## config.mk

```make
export PLATFORM = sky130hd
export DESIGN_NAME = irt_cell
export DESIGN_NICKNAME = d
export VERILOG_FILES = /design/src/rtl/irt_pkg.sv /design/src/rtl/irt_cell.sv
export SDC_FILE = /design/constraint.sdc
export NUM_CORES = 1
export LEC_CHECK = 0
export BUFFER_PORTS_ARGS = -buffer_cell sky130_fd_sc_hd__buf_4
export CORE_MARGIN = 2
export CORE_UTILIZATION = 55
export DETAILED_ROUTE_END_ITERATION = 16
export HOLD_SLACK_MARGIN = 0.15
export MAX_ROUTING_LAYER = met4
export PLACE_DENSITY = 0.81
export SYNTH_ARGS = -nofsm -noshare
export SYNTH_HDL_FRONTEND = slang
export SYNTH_SLANG_ARGS = --single-unit
```

## constraint.sdc

```tcl
create_clock -name aclk -period 8.9 [get_ports aclk]
set_input_delay 2.225 -clock aclk [delete_from_list [all_inputs] [get_ports aclk]]
set_output_delay 2.225 -clock aclk [all_outputs]
set_load 0.01 [all_outputs]
```

## src/rtl/irt_pkg.sv

```systemverilog
// ----------------------------------------------------------------------------
// irt_pkg
// Shared constants and types for the interval reservation table: result
// codes, request codes, state encoding and the control word of the cell chain.
// ----------------------------------------------------------------------------
package irt_pkg;

    localparam int CAPACITY_DEF   = 64;
    localparam int COORD_BITS_DEF = 20;
    localparam int COUNT_BITS     = 7;
    localparam int ERR_BITS       = 2;

    localparam logic [ERR_BITS-1:0] ERR_OK    = 2'd0;
    localparam logic [ERR_BITS-1:0] ERR_FULL  = 2'd1;
    localparam logic [ERR_BITS-1:0] ERR_ORDER = 2'd2;

    localparam logic FUNC_ADD   = 1'b0;
    localparam logic FUNC_QUERY = 1'b1;

    typedef enum logic [1:0] {
        ST_IDLE = 2'b01,
        ST_RUN  = 2'b10
    } state_t;

    // token control travelling down the chain
    typedef struct packed {
        logic busy;
        logic placed;
    } cell_ctrl_t;

endpackage

```

## src/rtl/irt_cell.sv

```systemverilog
// ----------------------------------------------------------------------------
// irt_cell
// One table entry. Checks the passing add token for overlap, drops itself on
// a hit, takes the new interval instead if it is the first free or hit
// entry, and hands the token to the next cell in the next cycle.
// ----------------------------------------------------------------------------
module irt_cell #(
    parameter int COORD_BITS = irt_pkg::COORD_BITS_DEF,
    parameter int CNT_W      = 7
) (
    input  logic                   aclk,
    input  logic                   aresetn,
    input  irt_pkg::cell_ctrl_t    tok_ctrl_in,
    input  logic [COORD_BITS-1:0]  tok_low_in,
    input  logic [COORD_BITS-1:0]  tok_high_in,
    input  logic [CNT_W-1:0]       tok_removed_in,
    output irt_pkg::cell_ctrl_t    tok_ctrl_out,
    output logic [COORD_BITS-1:0]  tok_low_out,
    output logic [COORD_BITS-1:0]  tok_high_out,
    output logic [CNT_W-1:0]       tok_removed_out
);

    logic                  valid_reg, valid_next;
    logic [COORD_BITS-1:0] low_reg, high_reg;
    irt_pkg::cell_ctrl_t   ctrl_reg, ctrl_next;
    logic [COORD_BITS-1:0] tlow_reg, thigh_reg;
    logic [CNT_W-1:0]      removed_reg, removed_next;
    logic                  hit, take;

    always_comb begin
        hit  = tok_ctrl_in.busy && valid_reg
               && !((tok_high_in < low_reg) || (high_reg < tok_low_in));
        take = tok_ctrl_in.busy && !tok_ctrl_in.placed && (!valid_reg || hit);
        valid_next = valid_reg;
        if (take) begin
            valid_next = 1'b1;
        end else if (hit) begin
            valid_next = 1'b0;
        end
        ctrl_next.busy   = tok_ctrl_in.busy;
        ctrl_next.placed = tok_ctrl_in.placed || take;
        removed_next     = hit ? tok_removed_in + CNT_W'(1) : tok_removed_in;
    end

    always_ff @(posedge aclk) begin
        if (!aresetn) begin
            valid_reg <= 1'b0;
            ctrl_reg  <= '0;
        end else begin
            valid_reg <= valid_next;
            ctrl_reg  <= ctrl_next;
        end
    end

    always_ff @(posedge aclk) begin
        if (take) begin
            low_reg  <= tok_low_in;
            high_reg <= tok_high_in;
        end
        tlow_reg    <= tok_low_in;
        thigh_reg   <= tok_high_in;
        removed_reg <= removed_next;
    end

    assign tok_ctrl_out    = ctrl_reg;
    assign tok_low_out     = tlow_reg;
    assign tok_high_out    = thigh_reg;
    assign tok_removed_out = removed_reg;

endmodule

```

==> metrics.txt <==
run status finished, final reports clean; layout net count 452; Clock Pin Slew Worst Setup and Hold Paths 80 ps; die outline height 82.1 um; largest driver fanout on the critical path 40; WP data required 8870 ps; count of cell types in the netlist 27; antenna fix cells 0; gr busiest metal met2; Post-CTS Hold Buffers 0; crit end category flip-flop; design area 4390 um^2; ratio of cells with drive above 1 in the final layout 32.2%; clock group share of total power 33.4%; sequential fraction of design power 55.1%; most frequent cells in the layout buf_4 (99), dfxtp_1 (50), edfxtp_1 (40); Setup Total Neg Slack 0 ps; cell area power density 190 nW/um^2; Routed Antenna Nets 0; clock skew after layout 6.79 ps; number of cell instances on the worst register-to-register path 9; cts bufs inserted 9; final hold violations 0; width of the chip 82.1 um; switching share of total power 22.5%; post-synthesis sequential element count 90; routability congestion estimate from global placement 0.849; first-pass GRT wire length 9460 um; vias in the first global route 2114; count of mapped cells out of synthesis 252; met2 GRT Util 31.4%; average cell area after synthesis 13.3 um^2; WHS Path Cells 2; WL final 6080 um; critical path type primary input to flip-flop; post-synthesis instance area 3350 um^2; non-filler cells, final 442; number of vias per cell 4.91; fmax 215 MHz; Min-Delay Endpoint valid_reg$_SDFFE_PN0P_; DP Wirelength 4620 um; hold_sp valid_reg$_SDFFE_PN0P_; Yosys Warn Count 0; Total Routing Usage GR 19.9%; clock tree from TritonCTS yes; class of the most critical hold timing path flip-flop to flip-flop; mean routed wirelength per cell 13.8 um; Detailed Routing Iterations Pass 1 4; total of buffers placed on input and output ports 99; maximum clock insertion buffer count 2; Inst Count DP 426; Starting Density 56.6%; number of instances resized during post-cts repair 0; leakage power of the design 2.06 nW; met3 layer usage reported by global route 6.26%; total congestion overflow after global routing 0; CTS Sinks 90; maximum number of pins on one net before global-route repair 41; setup repair after global routing missed its margin false; Slew Limit Fails 0; drc violations 0; Post-CTS Repair Setup Buffers 0; standard cell area after detailed placement 4190 um^2; sequential cell area fraction in the yosys report 65.7%; Internal Dissipation 0.647 mW; share of the clock period used by the worst path after layout 52.3%; R2R setup slack 5890 ps; critical register-to-register path startpoint low_reg[2]$_DFFE_PP_; maximum vdd drop 0.155 mV; Worst Tran Pin Value 928 ps; root buffer cell clkbuf_8; Global Route met1 Usage 24.1%; Max-Slew Margin vs Limit 38.1%; clock latency of the later-clocked register in the worst-skew pair 350 ps; Vias 2170; number of rows in the core area 28; final setup violating endpoints 0; CP Data Arrival Time 4630 ps; Initial DRC Count 72; R2R Path End high_reg[10]$_DFFE_PP_; area growth from synthesis to layout 31.1%; maxcap violations 0; most common cell after layout, fill and taps aside buf_4; number of placed I/O pins 100; overall die area 6730 um^2; number of H-tree levels 3; combinational group share of total power 11.5%; Tmin final 4660 ps; Core Region 5920 um^2; critical path launch point type primary input; switching pwr 0.188 mW; initial antenna violation count 0; Post-Synthesis Net Count 342
==> cell families after synthesis <==
kind of cell	after synthesis	share of synthesized area, %
buf+inv	39	4.37
compound gates	33	6.46
xor+xnor	6	1.57
simple gates	43	6.68
mux	2	0.635
fa+ha+maj	39	14.6
flops	90	65.7
==> final cells by class <==
| class | count | area [um^2] |
|---|---|---|
| clock buffer | 12 | 155 |
| clock inverter | 4 | 50.0 |
| fill | 405 | 1530 |
| inverter | 39 | 146 |
| multi-input combinational | 123 | 1000 |
| sequential | 90 | 2200 |
| tap | 75 | 93.8 |
| timing repair buffer | 99 | 743 |
==> power by group through the flow <==
| stage | clock [mW] | sequential [mW] | combinational (mW) |
|---|---|---|---|
| after floorplan | 0 | 0.476 | 0.0372 |
| after global placement | 0 | 0.470 | 0.0937 |
| after detailed placement | 0 | 0.470 | 0.0963 |
| after CTS | 0.285 | 0.461 | 0.0973 |
| after global routing | 0.301 | 0.463 | 0.107 |
| final | 0.279 | 0.460 | 0.0957 |
==> per-stage QoR <==
| step | hold slack [ps] | util, % | setup slack [ps] | total power [mW] |
|---|---|---|---|---|
| final | 564 | 74.2 | 4240 | 0.835 |
| after global routing | 618 | 74.2 | 4110 | 0.871 |
| after CTS | 568 | 74.2 | 4300 | 0.843 |
| after detailed placement | 558 | 70.8 | 3890 | 0.566 |
| after global placement | 538 | 70.8 | 4010 | 0.563 |
| after floorplan | 519 | - | 4080 | 0.513 |
==> cells in the mapped netlist, drive strengths merged <==
| cell type | instances | area share (%) |
|---|---|---|
| mux2 | 1 | 0.34 |
| xor2 | 6 | 1.6 |
| nand4 | 8 | 1.5 |
| o21ai | 9 | 1.3 |
| a21oi | 12 | 1.8 |
| a2111oi | 1 | 0.82 |
| dfxtp | 50 | 30 |
| ha | 39 | 15 |
| nor4 | 1 | 0.19 |
| nand2 | 10 | 1.1 |
| nor3 | 6 | 1.0 |
| a211oi | 5 | 1.1 |
| nor3b | 1 | 0.37 |
| and2 | 1 | 0.19 |
| a21boi | 1 | 0.22 |
| a21o | 4 | 0.90 |
| nand3 | 3 | 0.45 |
| a22o | 1 | 0.26 |
| and3 | 1 | 0.19 |
| edfxtp | 40 | 36 |
| nor2b | 2 | 0.37 |
| nor2 | 9 | 1.0 |
| inv | 39 | 4.4 |
| nor4b | 1 | 0.26 |
| mux2i | 1 | 0.30 |
==> worst max-delay path, cell delays in order <==
cell      delay, ps
buf_4           120
ha_1            290
a211oi_1        220
o21ai_1         110
a211oi_1        270
o21ai_1         150
a21oi_1         450
o21ai_1         180
and3_2          560
==> layer usage <==
| layer | part of all wire (%) | up-vias |
|---|---|---|
| met5 | 0 | - |
| met4 | 1.2 | 0 |
| met3 | 7.0 | 9 |
| met2 | 48 | 72 |
| met1 | 43 | 990 |
| li1 | - | 1099 |
==> worst max-delay path by stage <==
stage	from	slack, ps	cells past startpoint	endpoint
global route	tok_high_in[2]	4110	9	low_reg[14]$_DFFE_PP_
finish	tok_high_in[2]	4240	9	high_reg[10]$_DFFE_PP_
detailed placement	tok_high_in[2]	3890	9	low_reg[13]$_DFFE_PP_
CTS	tok_high_in[2]	4300	9	high_reg[19]$_DFFE_PP_
global placement	tok_high_in[2]	4010	9	low_reg[16]$_DFFE_PP_
floorplan	tok_low_in[7]	4080	9	high_reg[0]$_DFFE_PP_
Power figures use the tool's default switching activity.
